## config.mk

```make
export PLATFORM = sky130hd
export DESIGN_NAME = comment_whitespace_stripper_core_flat
export DESIGN_NICKNAME = d
export VERILOG_FILES = /design/src/hdl/cwss_pkg.sv /design/src/hdl/cwss_if.sv /design/src/hdl/comment_whitespace_stripper_core.sv /design/src/flat_wrapper.sv
export SDC_FILE = /design/constraint.sdc
export NUM_CORES = 1
export LEC_CHECK = 0
export ABC_AREA = 1
export BUFFER_PORTS_ARGS = -buffer_cell sky130_fd_sc_hd__buf_2
export CAP_MARGIN = 15
export CELL_PAD_IN_SITES_DETAIL_PLACEMENT = 1
export CELL_PAD_IN_SITES_GLOBAL_PLACEMENT = 1
export CORE_MARGIN = 2
export CORE_UTILIZATION = 49
export DETAILED_ROUTE_END_ITERATION = 16
export PLACE_DENSITY = 0.84
export SYNTH_ARGS = -nofsm -noshare
export SYNTH_HDL_FRONTEND = slang
export SYNTH_SLANG_ARGS = --single-unit
export TNS_END_PERCENT = 10
```

## constraint.sdc

```tcl
create_clock -name clk -period 5.22 [get_ports clk]
set_input_delay 0.261 -clock clk [delete_from_list [all_inputs] [get_ports clk]]
set_output_delay 0.261 -clock clk [all_outputs]
set_load 0.1 [all_outputs]
```

## src/hdl/cwss_pkg.sv

```systemverilog
// Package for the comment and whitespace stripper: widths, character codes,
// result record type and small helper functions. No dependencies.
package cwss_pkg;

  localparam int BYTE_W     = 8;
  localparam int QUEUE_DEPTH = 4;
  localparam int QPTR_W     = $clog2(QUEUE_DEPTH);
  localparam int QCNT_W     = $clog2(QUEUE_DEPTH + 1);

  // Character codes that steer the stripper.
  localparam logic [BYTE_W-1:0] CH_NEWLINE = 8'd10;
  localparam logic [BYTE_W-1:0] CH_SLASH   = 8'd47;
  localparam logic [BYTE_W-1:0] CH_STAR    = 8'd42;

  // Result kinds.
  localparam logic KIND_CHAR = 1'b0;
  localparam logic KIND_EOL  = 1'b1;

  typedef struct packed {
    logic              kind;
    logic [BYTE_W-1:0] data;
    logic              last;
  } res_t;

  // Whitespace other than newline: tab, vertical tab, form feed, return, space.
  function automatic logic is_blank(input logic [BYTE_W-1:0] c);
    is_blank = c inside {8'd9, 8'd11, 8'd12, 8'd13, 8'd32};
  endfunction

  // Builds one result record with the last flag cleared.
  function automatic res_t mk_res(input logic kind, input logic [BYTE_W-1:0] c);
    res_t r;
    r.kind = kind;
    r.data = (kind == KIND_EOL) ? '0 : c;
    r.last = 1'b0;
    mk_res = r;
  endfunction

endpackage

```

## src/hdl/cwss_if.sv

```systemverilog
// Valid/ready channel interfaces for the stripper's input and result streams.
// Depends on cwss_pkg for the byte width.
interface cwss_in_if;
  import cwss_pkg::*;

  logic              valid;
  logic              ready;
  logic [BYTE_W-1:0] in_byte;
  logic              end_of_input;

  modport source (output valid, output in_byte, output end_of_input, input ready);
  modport sink   (input valid, input in_byte, input end_of_input, output ready);
endinterface

interface cwss_out_if;
  import cwss_pkg::*;

  logic              valid;
  logic              ready;
  logic              out_kind;
  logic [BYTE_W-1:0] out_byte;
  logic              last;

  modport source (output valid, output out_kind, output out_byte, output last,
                  input ready);
  modport sink   (input valid, input out_kind, input out_byte, input last,
                  output ready);
endinterface

```

## src/hdl/comment_whitespace_stripper_core.sv

```systemverilog
// Top level of the C comment and whitespace stripper.
// Depends on cwss_pkg and the channel interfaces in cwss_if.sv.
//
//   Channel | Direction | Request contents
//   in_ch   | sink      | in_byte, end_of_input
//   out_ch  | source    | out_kind, out_byte, last
//
// Each accepted byte is decoded in the cycle it is accepted and yields zero,
// one or two results, written into a four-entry result queue.
// A byte is taken whenever the queue has two free entries, so one byte per
// cycle flows while each byte yields at most one result and out_ch.ready stays high;
// the queue drains one result per cycle, which sets the rate for bytes that yield two.
// Reset is synchronous and active low; it clears the parser state and queue.
// A stalled result side fills the queue and then holds in_ch.ready low.
module comment_whitespace_stripper_core (
  input logic clk,
  input logic rst_n,
  cwss_in_if.sink    in_ch,
  cwss_out_if.source out_ch
);
  import cwss_pkg::*;

  // Parser state.
  logic inside_block_r, inside_block_nxt;
  logic held_slash_r,   held_slash_nxt;
  logic held_star_r,    held_star_nxt;
  logic inside_line_r,  inside_line_nxt;
  logic line_nonempty_r, line_nonempty_nxt;

  // Result queue.
  res_t              queue_r [QUEUE_DEPTH];
  logic [QPTR_W-1:0] wr_ptr_r, wr_ptr_nxt;
  logic [QPTR_W-1:0] rd_ptr_r, rd_ptr_nxt;
  logic [QCNT_W-1:0] count_r, count_nxt;

  logic       in_fire;
  logic       out_fire;
  logic [1:0] n_res;
  res_t       res0;
  res_t       res1;

  assign in_ch.ready = (count_r <= QCNT_W'(QUEUE_DEPTH - 2));
  assign in_fire     = in_ch.valid && in_ch.ready;
  assign out_fire    = out_ch.valid && out_ch.ready;

  // Decode one byte: next state and up to two results.
  always_comb begin
    logic [BYTE_W-1:0] c;
    logic              fin;
    logic              ib, hs, hst, ilc, ln;
    logic [1:0]        n;
    res_t              r0, r1;

    c   = in_ch.in_byte;
    fin = in_ch.end_of_input;
    ib  = inside_block_r;
    hs  = held_slash_r;
    hst = held_star_r;
    ilc = inside_line_r;
    ln  = line_nonempty_r;
    n   = 2'd0;
    r0  = '0;
    r1  = '0;

    if (c == CH_NEWLINE) begin
      if (hs) begin
        hs = 1'b0;
        if (n == 2'd0) r0 = mk_res(KIND_CHAR, CH_SLASH);
        else if (n == 2'd1) r1 = mk_res(KIND_CHAR, CH_SLASH);
        if (n != 2'd2) n = n + 2'd1;
        ln = 1'b1;
      end
      ilc = 1'b0;
      hst = 1'b0;
      if (ln) begin
        if (n == 2'd0) r0 = mk_res(KIND_EOL, '0);
        else if (n == 2'd1) r1 = mk_res(KIND_EOL, '0);
        if (n != 2'd2) n = n + 2'd1;
      end
      ln = 1'b0;
    end else if (is_blank(c) || ilc) begin
      // Dropped without any change of state.
    end else if (ib) begin
      if (hst && c == CH_SLASH) begin
        ib  = 1'b0;
        hst = 1'b0;
      end else begin
        hst = (c == CH_STAR);
      end
    end else if (hs) begin
      hs = 1'b0;
      if (c == CH_STAR) begin
        ib  = 1'b1;
        hst = 1'b0;
      end else if (c == CH_SLASH) begin
        ilc = 1'b1;
      end else begin
        // Released slash and this byte fill both slots; n is zero here.
        r0 = mk_res(KIND_CHAR, CH_SLASH);
        r1 = mk_res(KIND_CHAR, c);
        n  = 2'd2;
        ln = 1'b1;
      end
    end else if (c == CH_SLASH) begin
      hs = 1'b1;
    end else begin
      r0 = mk_res(KIND_CHAR, c);
      n  = 2'd1;
      ln = 1'b1;
    end

    // End of text: flush a held slash and the final line, then reset.
    if (fin) begin
      if (hs) begin
        if (n == 2'd0) r0 = mk_res(KIND_CHAR, CH_SLASH);
        else if (n == 2'd1) r1 = mk_res(KIND_CHAR, CH_SLASH);
        if (n != 2'd2) n = n + 2'd1;
        ln = 1'b1;
      end
      if (ln) begin
        if (n == 2'd0) r0 = mk_res(KIND_EOL, '0);
        else if (n == 2'd1) r1 = mk_res(KIND_EOL, '0);
        if (n != 2'd2) n = n + 2'd1;
      end
      ib  = 1'b0;
      hs  = 1'b0;
      hst = 1'b0;
      ilc = 1'b0;
      ln  = 1'b0;
    end

    // Mark the final result of this byte.
    if (n == 2'd1) r0.last = 1'b1;
    if (n == 2'd2) r1.last = 1'b1;

    n_res             = n;
    res0              = r0;
    res1              = r1;
    inside_block_nxt  = ib;
    held_slash_nxt    = hs;
    held_star_nxt     = hst;
    inside_line_nxt   = ilc;
    line_nonempty_nxt = ln;
  end

  // Queue pointer and count updates.
  always_comb begin
    wr_ptr_nxt = wr_ptr_r;
    rd_ptr_nxt = rd_ptr_r;
    count_nxt  = count_r;
    if (in_fire) begin
      wr_ptr_nxt = wr_ptr_r + QPTR_W'(n_res);
      count_nxt  = count_nxt + QCNT_W'(n_res);
    end
    if (out_fire) begin
      rd_ptr_nxt = rd_ptr_r + QPTR_W'(1);
      count_nxt  = count_nxt - QCNT_W'(1);
    end
  end

  // Control state.
  always_ff @(posedge clk) begin
    if (!rst_n) begin
      inside_block_r  <= 1'b0;
      held_slash_r    <= 1'b0;
      held_star_r     <= 1'b0;
      inside_line_r   <= 1'b0;
      line_nonempty_r <= 1'b0;
      wr_ptr_r        <= '0;
      rd_ptr_r        <= '0;
      count_r         <= '0;
    end else begin
      if (in_fire) begin
        inside_block_r  <= inside_block_nxt;
        held_slash_r    <= held_slash_nxt;
        held_star_r     <= held_star_nxt;
        inside_line_r   <= inside_line_nxt;
        line_nonempty_r <= line_nonempty_nxt;
      end
      wr_ptr_r <= wr_ptr_nxt;
      rd_ptr_r <= rd_ptr_nxt;
      count_r  <= count_nxt;
    end
  end

  // Queue payload, written at the write pointer and the entry after it.
  always_ff @(posedge clk) begin
    if (in_fire) begin
      if (n_res != 2'd0) queue_r[wr_ptr_r] <= res0;
      if (n_res == 2'd2) queue_r[wr_ptr_r + QPTR_W'(1)] <= res1;
    end
  end

  // Result channel driven from the queue head.
  assign out_ch.valid    = (count_r != '0);
  assign out_ch.out_kind = queue_r[rd_ptr_r].kind;
  assign out_ch.out_byte = queue_r[rd_ptr_r].data;
  assign out_ch.last     = queue_r[rd_ptr_r].last;

  // The queue never holds more entries than it has.
  a_count_bound: assert property (@(posedge clk) disable iff (!rst_n)
    count_r <= QCNT_W'(QUEUE_DEPTH))
    else $error("result queue count exceeds depth");

  // A pending star only exists inside a block comment.
  a_star_in_block: assert property (@(posedge clk) disable iff (!rst_n)
    held_star_r |-> inside_block_r)
    else $error("held star outside block comment");

  // A held slash is never inside any comment.
  a_slash_outside: assert property (@(posedge clk) disable iff (!rst_n)
    held_slash_r |-> (!inside_block_r && !inside_line_r))
    else $error("held slash inside a comment");

  // The last byte of a text returns the parser to its reset state.
  a_end_resets: assert property (@(posedge clk) disable iff (!rst_n)
    (in_fire && in_ch.end_of_input) |=>
      (!inside_block_r && !held_slash_r && !held_star_r &&
       !inside_line_r && !line_nonempty_r))
    else $error("parser state not cleared after end of input");

endmodule

```

## src/flat_wrapper.sv

```systemverilog
// flat-port wrapper written by rule: the top's interface ports become plain ports
module comment_whitespace_stripper_core_flat import cwss_pkg::*;
  (clk, rst_n, in_ch_valid, in_ch_in_byte, in_ch_end_of_input, in_ch_ready, out_ch_valid, out_ch_out_kind, out_ch_out_byte, out_ch_last, out_ch_ready);
  cwss_in_if in_ch_i ();
  cwss_out_if out_ch_i ();
  input logic clk;
  input logic rst_n;
  input wire logic [$bits(in_ch_i.valid)-1:0] in_ch_valid;
  input wire logic [$bits(in_ch_i.in_byte)-1:0] in_ch_in_byte;
  input wire logic [$bits(in_ch_i.end_of_input)-1:0] in_ch_end_of_input;
  output wire logic [$bits(in_ch_i.ready)-1:0] in_ch_ready;
  output wire logic [$bits(out_ch_i.valid)-1:0] out_ch_valid;
  output wire logic [$bits(out_ch_i.out_kind)-1:0] out_ch_out_kind;
  output wire logic [$bits(out_ch_i.out_byte)-1:0] out_ch_out_byte;
  output wire logic [$bits(out_ch_i.last)-1:0] out_ch_last;
  input wire logic [$bits(out_ch_i.ready)-1:0] out_ch_ready;
  assign in_ch_i.valid = in_ch_valid;
  assign in_ch_i.in_byte = in_ch_in_byte;
  assign in_ch_i.end_of_input = in_ch_end_of_input;
  assign in_ch_ready = in_ch_i.ready;
  assign out_ch_valid = out_ch_i.valid;
  assign out_ch_out_kind = out_ch_i.out_kind;
  assign out_ch_out_byte = out_ch_i.out_byte;
  assign out_ch_last = out_ch_i.last;
  assign out_ch_i.ready = out_ch_ready;
  comment_whitespace_stripper_core u_core (.clk(clk), .rst_n(rst_n), .in_ch(in_ch_i), .out_ch(out_ch_i));
endmodule
```

### Word-level counts from Yosys, hierarchy flattened

Memory sizes are Yosys's and may differ from the RTL's. A register that Yosys moved wholly into a read port is not among the register bits.
Cells that the tools add are included.

| storage, ports and cells | value |
|---|---|
| output and inout port bits | 12 |
| register bits | 12 |
| memories kept | 1 |
| bits in latches | 0 |
| bits in writable memories | 40 |
| logic and storage cells | 153 |
| bits of input ports | 13 |
| memory bits (read-only) | 0 |

Memory list:

| name | words | width | rd ports | clocked after memory_dff | wr ports | line | source |
|---|---|---|---|---|---|---|---|
| u_core.queue_r | 4 | 10 | 1 | 1 | 2 | comment_whitespace_stripper_core.sv:31 | `res_t queue_r [QUEUE_DEPTH];` |

| cells by class | value |
|---|---|
| mux-type cells | 97 |
| magnitude comparators | 1 |
| $add $sub $neg | 8 |
| eq/ne operators | 21 |
| bitwise gates (word level) | 0 |
| reductions and logical operators | 17 |
| divide/modulo/power cells | 0 |
| multiply operators | 0 |
| shift-type cells | 0 |

Operator list:

| cell | count |
|---|---|
| $mux W10 | 27 |
| $mux W1 | 48 |
| $eq A8 B4 Y1 const B | 5 |
| $mux W2 | 17 |
| $eq A8 B6 Y1 const B | 3 |
| $mux W7 | 2 |
| $add A2 B1 Y2 const B | 5 |
| $ne A2 B2 Y1 const B | 5 |
| $mux W9 | 1 |
| $reduce_bool A3 Y1 | 3 |
| $eq A2 B1 Y1 const B | 4 |
| $reduce_bool A4 Y1 | 2 |
| $logic_not A2 Y1 | 3 |
| $mux W3 | 2 |
| $ne A3 B2 Y1 const B | 2 |
| $reduce_and A6 Y1 | 1 |
| $reduce_bool A5 Y1 | 1 |
| $reduce_and A4 Y1 | 1 |
| $add A3 B2 Y3 | 1 |
| $le A3 B2 Y1 const B | 1 |
| $logic_and A1 B1 Y1 | 3 |
| $ne A3 B3 Y1 const B | 1 |
| $reduce_and A3 Y1 | 1 |
| $sub A3 B1 Y3 const B | 1 |
| other kinds (4) | 4 |

### Longest topological paths before layout

Gate-level depths: netlist of the first run.

| depth | value |
|---|---|
| depth in word-level cells | 19 |
| depth in mapped cells | 27 |

### Worst setup path after synthesis of the first run

No wires, ideal clock.

| timing path | value |
|---|---|
| path kind | register to register |
| start | reg u_core.count_r[1] |
| end | mem u_core.queue_r[0][0] in the netlist's numbering, enable pin |
| clock period less this slack | 3.752 ns |
| buffers on the path | 2 |
| required time | 4.881 ns |
| setup time | 0.339 ns |
| stages on the path, launching flop included | 8 |
| arrival time | 3.412 ns |
| slack | 1.468 ns |
| cell sequence | dfxtp_1 > a21oi_1 > nand2_1 > nor2_8 > buf_6 > nand3_4 > buf_6 > nand2_1 |

RTL lines:

| what | line | source |
|---|---|---|
| from (decl) | comment_whitespace_stripper_core.sv:34 | `logic [QCNT_W-1:0] count_r, count_nxt;` |
| from (signal assigned) | comment_whitespace_stripper_core.sv:182 | `count_r <= count_nxt;` |
| to (decl) | comment_whitespace_stripper_core.sv:31 |  |

==> results of run 1 <==
[area by class of cell]
cell class              count  area share
clock buffers               5      0.0180
repair buffers             24      0.0315
inverters                  48      0.0472
multi-input cells         355       0.478
flip-flops and latches     54       0.388
well taps                  99      0.0324
clock inverters             3     0.00524
[worst max-delay path: stages, from the launching register on]
cell	delay [ps]
dfxtp_1	320
inv_1	90
nand2_2	70
nor2_4	150
nand2_1	110
nor2_2	120
nand2_1	70
nand2_2	90
inv_1	50
ha_1	170
inv_1	50
nor2_1	50
nor2_2	150
inv_1	60
ha_1	310
nand2_2	110
nand2_4	80
nor2_8	400
nand3_1	420
nand2_1	500
[cells by family after synthesis]
logic type	Yosys count	share of synthesized area
buf+inv	73	0.0921
flops	54	0.407
fa+ha+maj	9	0.0330
simple gates	271	0.353
mux	1	0.00275
compound gates	74	0.112
[metal layers]
layer | up-vias | wire (um) | global-route usage
met5 | - | 0 | 0
met4 | 0 | 417 | 0.113
met3 | 32 | 318 | 0.0293
met2 | 86 | 5450 | 0.494
met1 | 1570 | 4280 | 0.311
li1 | 1646 | - | -
[flip-flops by register name (all words and copies together) (netlist names), named ones only]
register	count
u_core.line_nonempty_r	1
u_core.held_star_r	1
u_core.queue_r	40
u_core.inside_line_r	1
u_core.held_slash_r	1
u_core.wr_ptr_r	2
u_core.count_r	3
u_core.inside_block_r	1
u_core.rd_ptr_r	2
[Yosys cell counts]
cell type	count	area share
or2_2	1	0.0017
nand3_4	2	0.0096
nor2_8	1	0.0055
a31oi_1	2	0.0034
a21oi_2	1	0.0024
o22ai_1	10	0.017
nor2_2	2	0.0034
fa_1	1	0.0055
o31ai_1	1	0.0021
nor4_1	1	0.0017
nand4_1	38	0.065
a22oi_1	5	0.010
nand2_1	141	0.15
o21ai_0	33	0.045
nand3_2	1	0.0028
ha_1	8	0.028
buf_6	6	0.019
nand2_2	9	0.015
inv_1	45	0.046
a21oi_1	20	0.028
a211oi_1	2	0.0041
nand2_4	3	0.0093
inv_2	3	0.0031
or3_1	1	0.0017
nand3_1	26	0.036
nor2_1	41	0.042
edfxtp_1	40	0.33
buf_4	3	0.0062
nand4_2	1	0.0034
nor2_4	3	0.0093
dfxtp_1	14	0.077
mux2i_1	1	0.0028
buf_2	4	0.0055
clkbuf_1	12	0.012
[worst paths after layout]
kind | endpoint | slack (ps) | cells after the start
max | u_core.queue_r[3][6]$_DFFE_PP_ | 1490 | 19
min | u_core.count_r[1]$_SDFF_PN0_ | 220 | 3
max reg2reg | u_core.queue_r[3][6]$_DFFE_PP_ | 1490 | 19
min reg2reg | u_core.rd_ptr_r[0]$_SDFFE_PN0P_ | 490 | 1
[power breakdown]
group | internal (mW) | switching [mW] | total [mW] | leakage [nW]
clock network | 0.0950 | 0.149 | 0.244 | 0.0422
logic | 0.208 | 0.894 | 1.10 | 1.27
registers | 0.578 | 0.0578 | 0.636 | 0.484
==> impl_metrics.ini, run 1 <==
[power]
powerDensity_mw_per_mm2 = 519
power_leakage_nw = 1.80
vdd_drop_max_mv = 0.435
power_mw = 1.98

[placement]
dp_slack_ps = 1220
io_buffer_count = 24
dp_cells = 580
hpwlAfterDp_mm = 8.25
routabilityCongestion = 1.01
place_area_mm2 = 0.00373

[floorplan]
num_rows = 31
core_area_mm2 = 0.00721
die_area_mm2 = 0.00813
start_util = 0.505
io-pin-count = 25
die_width_um = 90.2
die_h_um = 90.2

[logic_synthesis]
syn_inst = 482
ys_types = 34
syn_area_mm2 = 0.00364
ys_seq_area_frac = 0.407
ys_ff_latch = 54
syn_nets = 504
ys_warn_count = 0
avgSynthCellArea_um2 = 7.55

[timing]
hold_ws_ps = 223
setup_ws_ps = 1490
max_freq_mhz = 268
maxSlewHeadroom = 0.449
finalSetupViolations = 0
fin_crit_ps = 3730
rsz0062_at_grt = no
slew_viol_final = 0
hold_viol_final = 0
period_share = 0.715
fin_setup_tns_ps = 0
skew_ps = 9.95
worst_pin_slew_ps = 822

[hold_path]
hp-start = out_ch_ready
min_path_type = in -> reg

[clock_network]
cts_tree = done
holdBufCountCts = 0
htreeDepth = 2
clkLatencyLatePin_ps = 320
clock_path_buffers = 2
cts_resized = 0
cts_made_buffers = 5
post-cts-setup-buffer-count = 0
clock-root-buffer = clkbuf_8
cts_sinks = 54
clk_pin_slew_ps = 110

[critical_path]
critPathKind = reg -> reg
cp_max_fo = 40
cp-start-kind = flip-flop
crit_start = u_core.inside_line_r$_SDFFE_PN0P_
required_ps = 5190
crit_path_end_kind = flip-flop
critPathArrivalTime_ps = 3700
timing.rr.start = u_core.inside_line_r$_SDFFE_PN0P_

[grt]
grt_max_degree = 43
grt_use_total = 0.267
grt_pass1_wl_mm = 17.3
gr-total-overflow = 0
antenna_found_initial = 0
grt_pass1_vias = 3454

[drt]
wl_per_cell_um = 17.8
num_vias = 3334
drt-vias-per-instance = 5.67
wl_mm = 10.5
final_antenna_net_count = 0
drt_pass1_iterations = 4
drcViolationCount = 0
drt_iter0_drc = 341

[cells_and_area]
final_cell_area_mm2 = 0.00382
regArea_mm2 = 0.00148
final_cell_mix = 141 x nand2_1, 45 x inv_1, 41 x nor2_1
num-fill-cells = 948
num_antenna_cells = 0
drive_gt1_frac = 0.119
nets = 510
final_util = 0.529
area_growth_pct = 4.88
final_common_cell = nand2_1
fin_cells = 588
multiInputGateArea_mm2 = 0.00182

[job]
cap_violations = 0

[run_status]
status = completed
No activity file was read; power rests on OpenSTA's default activity.
==> run 2, diff against run 1 <==
Settings changed: ABC_AREA 1 to 0, PLACE_DENSITY 0.84 to 0.79.
Clock period 5.22 ns to 3.7 ns, I/O delays scaled along.
==> run 2 against run 1 <==
  * The run now ends with negative setup slack left
  * Sequential cell count did not move
  * Design area increased by 20%
  * Core utilization is 10 points higher
  * Combinational power grew 9%
  * Wire length is 14% higher
  * Critical path depth is 4 lower
  * Die area increased by 1.2%
==> impl_metrics.ini, run 2 <==
[timing]
finalSetupViolations = 6
rsz0062_at_grt = yes
hold_viol_final = 0
max_freq_mhz = 270
maxSlewHeadroom = 0.161
worst_pin_slew_ps = 1240
fin_setup_tns_ps = -5.18
slew_viol_final = 0
hold_ws_ps = 184
setup_ws_ps = -1.33
skew_ps = 7.36
fin_crit_ps = 3700
period_share = 1.00

[logic_synthesis]
synth_common_cells = 40 x edfxtp_1, 38 x nand2_1, 36 x mux2i_1
netlist_top_cells_area = edfxtp_1 33%, mux2i_1 9.8%, dfxtp_1 7.6%
ys_ff_latch = 54
syn_area_mm2 = 0.00369
yosysTopAreaCellShare = 0.326
syn_inst = 348
syn_nets = 370
ys_types = 74
ys_async_sr_fraction = 0
ys_seq_area_frac = 0.402
ys_warn_count = 0
synth_edf_count = 40
ys.flop_type = edfxtp_1
synthMostInstantiatedCell = edfxtp_1
synth_area_leader_cell = edfxtp_1
avgSynthCellArea_um2 = 10.6

[power]
p_clk_frac = 0.145
pwr-share-comb = 0.501
p_switching_mw = 1.14
vdd_drop_max_mv = 0.337
intPower_mw = 1.26
swShare = 0.476
power_frac_seq = 0.354
power_leakage_nw = 1.75
powerDensity_mw_per_mm2 = 525

[job]
cap_violations = 0

[floorplan]
core_area_mm2 = 0.00725
io-pin-count = 25
die_h_um = 90.7
die_width_um = 90.7
die_area_mm2 = 0.00823
num_rows = 31
start_util = 0.508

[clock_network]
cts_made_buffers = 5
holdBufCountCts = 0
htreeDepth = 2
clock_path_buffers = 2
clock-root-buffer = clkbuf_8
clk_pin_slew_ps = 110
cts_sinks = 54
clkLatencyLatePin_ps = 320
cts_tree = done

[cells_and_area]
final_common_cell = buf_4
num-fill-cells = 804
largestRegisters = u_core.queue_r: 40 flops, u_core.count_r: 3 flops
nets = 436
drive_gt1_frac = 0.335
num_antenna_cells = 0
area_growth_pct = 24.0
largest-register = u_core.queue_r
final_cell_mix = 58 x buf_4, 40 x edfxtp_1, 38 x nand2_1
final_util = 0.630
largest_reg_flops = 40

[drt]
num_vias = 3324
wl_mm = 12.0
wl_per_cell_um = 23.3
drt-vias-per-instance = 6.47
drt_pass1_iterations = 5
drt_iter0_drc = 258
drcViolationCount = 0
final_antenna_net_count = 0

[hold_path]
hp-start = in_ch_end_of_input
min_path_type = in -> reg

[placement]
routabilityCongestion = 0.886
hpwlAfterDp_mm = 8.44
dp_slack_ps = -386
io_buffer_count = 24

[grt]
grt_max_degree = 21
grt_pass1_vias = 3367
use_met2 = 0.499
grt_use_total = 0.280
grt_pass1_wl_mm = 18.0
gr-total-overflow = 0
met3_usage = 0.0359
use_met1 = 0.351
antenna_found_initial = 0
grt-busiest-layer = met2

[critical_path]
crit_start = in_ch_in_byte[0]
cp_common_cell = buf_4
crit_chain = clkbuf_4 > or4b_4 > a21oi_4 > nor2b_4 > buf_4 > a31oi_1 > ha_2 > nor2_4 > buf_4 > or3_1 > a32oi_1 > o211ai_4 > a211o_1 > o32ai_1 > buf_4
crit_slowest_cell = or4b_4
worst-path-buf-inv = 4
cp_max_fo = 10
timing.rr.start = u_core.inside_line_r$_SDFFE_PN0P_
critPathKind = in -> reg
crit_path_max_incr_delay_ps = 560
crit_path_end_kind = flip-flop
required_ps = 3730
cp-start-kind = input port
crit_family = compound AO/OA/AOI/OAI gates
critPathArrivalTime_ps = 3730

[run_status]
violations = negative setup slack
status = finished, violations left
[run 2: cell count changes after synthesis, sizes merged, moves of 8 or more]
| cell | change |
|---|---|
| mux2i | +35 |
| nor2 | -31 |
| mux4 | +10 |
| nand4 | -36 |
| inv | -44 |
| nand2 | -115 |
| o21ai | -18 |
| nand2b | +8 |
| nand3 | -18 |
[run 2: power groups by stage]
stage / Sequential (mW) / Combinational, mW / Clock, mW
after floorplan: 0.812 / 0.955 / 0
after global placement: 0.854 / 1.13 / 0
after detailed placement: 0.868 / 1.16 / 0
after CTS: 0.854 / 1.17 / 0.353
after global routing: 0.867 / 1.26 / 0.368
final: 0.850 / 1.20 / 0.349
[run 2: worst paths after layout]
check                                        to  slack (ps)  cells past startpoint
max              u_core.queue_r[1][6]$_DFFE_PP_          -1                     15
min          u_core.inside_block_r$_SDFFE_PN0P_         180                      4
max reg2reg        u_core.count_r[2]$_SDFF_PN0_          80                     19
min reg2reg     u_core.held_star_r$_SDFFE_PN0P_         520                      2
[run 2: layout make-up]
class                   instances  area [um2]  share of cell area
well taps                      99         124              0.0271
flip-flops and latches         54        1480               0.324
repair buffers                 84         601               0.131
clock inverters                 3        20.0             0.00438
clock buffers                   5        68.8              0.0151
inverters                       4        17.5             0.00383
multi-input cells             265        2260               0.494
[run 2: kinds of logic after synthesis]
family / Yosys count / synth area share
xor+xnor: 4 / 0.00951
mux: 47 / 0.162
flops: 54 / 0.402
buf+inv: 29 / 0.0397
simple gates: 123 / 0.185
compound gates: 82 / 0.169
fa+ha+maj: 9 / 0.0326
[run 2: stage by stage]
step,std cells,area (um2),power [mW]
after global routing,514,4570,2.49
after floorplan,348,3770,1.77
after detailed placement,504,4320,2.03
final,514,4570,2.40
after global placement,504,4320,1.98
after CTS,512,4450,2.38
[run 2: what timing repair did]
action | CTS | global route
gates resized for setup | 7 | 18
setup endpoints to repair | 5 | 16
setup buffers | 0 | 2
pin swaps | 1 | 13
[run 2: worst register-to-register path: stages, from the launching register on]
cell and delay [ps]:
dfxtp_1 370, nor2_2 190, nand2_1 120, o22ai_2 240
a31oi_1 90, ha_2 230, nor2_4 140, nor2_1 70
o21ai_2 70, o2111ai_1 120, a21o_1 220, mux2_4 280
inv_4 70, ha_4 120, fa_1 410, mux2i_2 210
ha_2 210, nand2_1 60, xor2_1 150, and2_1 160
[run 2: per-layer routing]
metal | part of all wire | routed length [um]
met5 | 0 | 0
met4 | 0.025 | 299
met2 | 0.52 | 6160
met3 | 0.043 | 515
met1 | 0.42 | 4990
==> run 3, diff against run 2 <==
Settings changed: CELL_PAD_IN_SITES_DETAIL_PLACEMENT 1 to default, CELL_PAD_IN_SITES_GLOBAL_PLACEMENT 1 to default, CORE_UTILIZATION 49 to 56, PLACE_DENSITY 0.79 to 0.73.
==> run 3 against run 2 <==
  * The flow now finishes without violations
  * Combinational power is 3% lower
  * Critical path type unchanged
  * First-iteration DRC count is 5.0% higher
  * Count of clock-buffer cells in the layout stayed put
  * Sequential share of layout area is 0.12 points higher
  * Critical endpoint is now u_core.count_r[2]$_SDFF_PN0_
  * Die area is 12% lower
==> impl_metrics.ini, run 3 (synthesis results as in run 2) <==
[timing]
period_share = 0.984
max_freq_mhz = 275
fin_crit_ps = 3640
fin_setup_tns_ps = 0
slew_viol_final = 0
skew_ps = 12.8
finalSetupViolations = 0
worst_pin_slew_ps = 945
rsz0062_at_grt = yes
hold_ws_ps = 174
maxSlewHeadroom = 0.367
hold_viol_final = 0

[critical_path]
reg2reg_slack_ps = 90
required_ps = 3930
crit_chain = buf_6 > or4b_4 > a21oi_4 > nor2b_4 > a31oi_4 > ha_4 > nor2_4 > nor2_1 > o21ai_1 > o2111ai_1 > a21o_1 > mux2_4 > inv_4 > ha_4 > fa_1 > mux2i_2 > ha_2 > nand2_2 > xor2_1 > and2_1
critPathCapture = u_core.count_r[2]$_SDFF_PN0_
crit_slowest_cell = or4b_4
crit_start = in_ch_in_byte[3]
critPathKind = in -> reg
cp_max_fo = 4
cp-start-kind = input port
crit_family = adder cells
crit_cells = 20
crit_path_max_incr_delay_ps = 540
crit_path_end_kind = flip-flop
ff2ff_path_depth = 18
r2r-end = u_core.count_r[2]$_SDFF_PN0_
timing.rr.start = u_core.inside_block_r$_SDFFE_PN0P_
cp_common_cell = ha_4
worst-path-buf-inv = 2
critPathArrivalTime_ps = 3870

[power]
pwr-share-comb = 0.477
p_switching_mw = 1.10
power_frac_seq = 0.347
power_leakage_nw = 1.78
powerDensity_mw_per_mm2 = 533
p_clk_frac = 0.176
intPower_mw = 1.33
swShare = 0.454
vdd_drop_max_mv = 0.633

[placement]
io_buffer_count = 24
dp_cells = 486
hpwlAfterDp_mm = 6.58
routabilityCongestion = 0.997
place_area_mm2 = 0.00432

[floorplan]
num_rows = 29
core_area_mm2 = 0.00635
die_width_um = 85.1
io-pin-count = 25
start_util = 0.580
die_area_mm2 = 0.00725
die_h_um = 85.1

[cells_and_area]
nets = 441
multiInputGateArea_mm2 = 0.00220
final_cell_mix = 62 x buf_4, 40 x edfxtp_1, 37 x nand2_1
largest-register = u_core.queue_r
fin_cells = 497
regArea_mm2 = 0.00148
largestRegisters = u_core.queue_r: 40 flops, u_core.count_r: 3 flops
num_antenna_cells = 0
final_common_cell = buf_4
drive_gt1_frac = 0.340
largest_reg_flops = 40
area_growth_pct = 23.7
num-fill-cells = 459
final_util = 0.718
final_cell_area_mm2 = 0.00456

[clock_network]
cts_made_buffers = 5
clock_path_buffers = 2
holdBufCountCts = 0
htreeDepth = 2
clkLatencyLatePin_ps = 320
clk_pin_slew_ps = 110
cts_sinks = 54
clock-root-buffer = clkbuf_8
cts_tree = done

[hold_path]
min_path_type = in -> reg

[grt]
gr-total-overflow = 0
antenna_found_initial = 0
grt_pass1_wl_mm = 15.1
grt_max_degree = 21
grt_use_total = 0.263
grt_pass1_vias = 3039

[drt]
num_vias = 3196
wl_per_cell_um = 18.6
final_antenna_net_count = 0
drt_pass1_iterations = 5
wl_mm = 9.25
drt_iter0_drc = 271
drcViolationCount = 0
drt-vias-per-instance = 6.43

[run_status]
status = completed

[job]
cap_violations = 0
-- run 3: changes by cell type in the layout (fill, tap and decap cells not counted), sizes merged --
cell      change
bufinv        +1
buf           +6
clkinvlp      -1
clkbuf        -1
-- run 3: power groups by stage --
stage / sequential (mW) / clock [mW] / combinational, mW
finish: 0.843 / 0.427 / 1.16
global route: 0.858 / 0.446 / 1.22
CTS: 0.846 / 0.432 / 1.14
detailed placement: 0.860 / 0 / 1.13
global placement: 0.853 / 0 / 1.12
floorplan: 0.812 / 0 / 0.955
-- run 3: routing by layer --
metal	global-route usage	part of all wire	up-vias
met5	0	0	-
met4	0.0924	0.020	0
met1	0.361	0.42	1546
met3	0.0331	0.067	19
met2	0.431	0.49	142
li1	-	-	1489
-- run 3: worst min-delay path by stage --
stage	from	to	slack, ps	depth (start not counted)
global route	in_ch_end_of_input	u_core.inside_block_r$_SDFFE_PN0P_	210	4
CTS	in_ch_end_of_input	u_core.inside_block_r$_SDFFE_PN0P_	170	4
floorplan	rst_n	u_core.wr_ptr_r[1]$_SDFFE_PN0P_	340	2
global placement	u_core.held_star_r$_SDFFE_PN0P_	u_core.held_star_r$_SDFFE_PN0P_	460	2
finish	in_ch_end_of_input	u_core.inside_block_r$_SDFFE_PN0P_	170	4
detailed placement	u_core.held_star_r$_SDFFE_PN0P_	u_core.held_star_r$_SDFFE_PN0P_	470	2
-- run 3: layout make-up --
class | count | share of cell area
Clock buffer | 5 | 0.0151
Clock inverter | 3 | 0.0104
Inverter | 4 | 0.00384
Multi-Input combinational cell | 265 | 0.483
Sequential cell | 54 | 0.325
Tap cell | 77 | 0.0211
Timing Repair Buffer | 89 | 0.141
-- run 3: metrics by stage --
stage                     power [mW]  setup slack [ps]
after floorplan                 1.77              -210
after detailed placement        1.99              -305
after global placement          1.97              -167
after CTS                       2.42              26.9
after global routing            2.52             -89.3
final                           2.43              59.0
-- run 3: what timing repair did --
action / 4_1_cts / 5_1_grt
hold endpoints to repair: 0 / 0
resized for setup: 0 / 25
setup endpoints to repair: 0 / 3
buffers inserted: 0 / 2
-- run 3: worst reg2reg max path, delay by kind of cell, from the launching register on --
| family | cells | cell delay, ps |
|---|---|---|
| buffers and inverters | 1 | 70 |
| DFF | 1 | 350 |
| xor gates and xnor gates | 1 | 130 |
| AOI/OAI and AO/OA | 4 | 610 |
| adders and majority gates | 4 | 1020 |
| muxes | 2 | 510 |
| and+or+nand+nor | 6 | 850 |
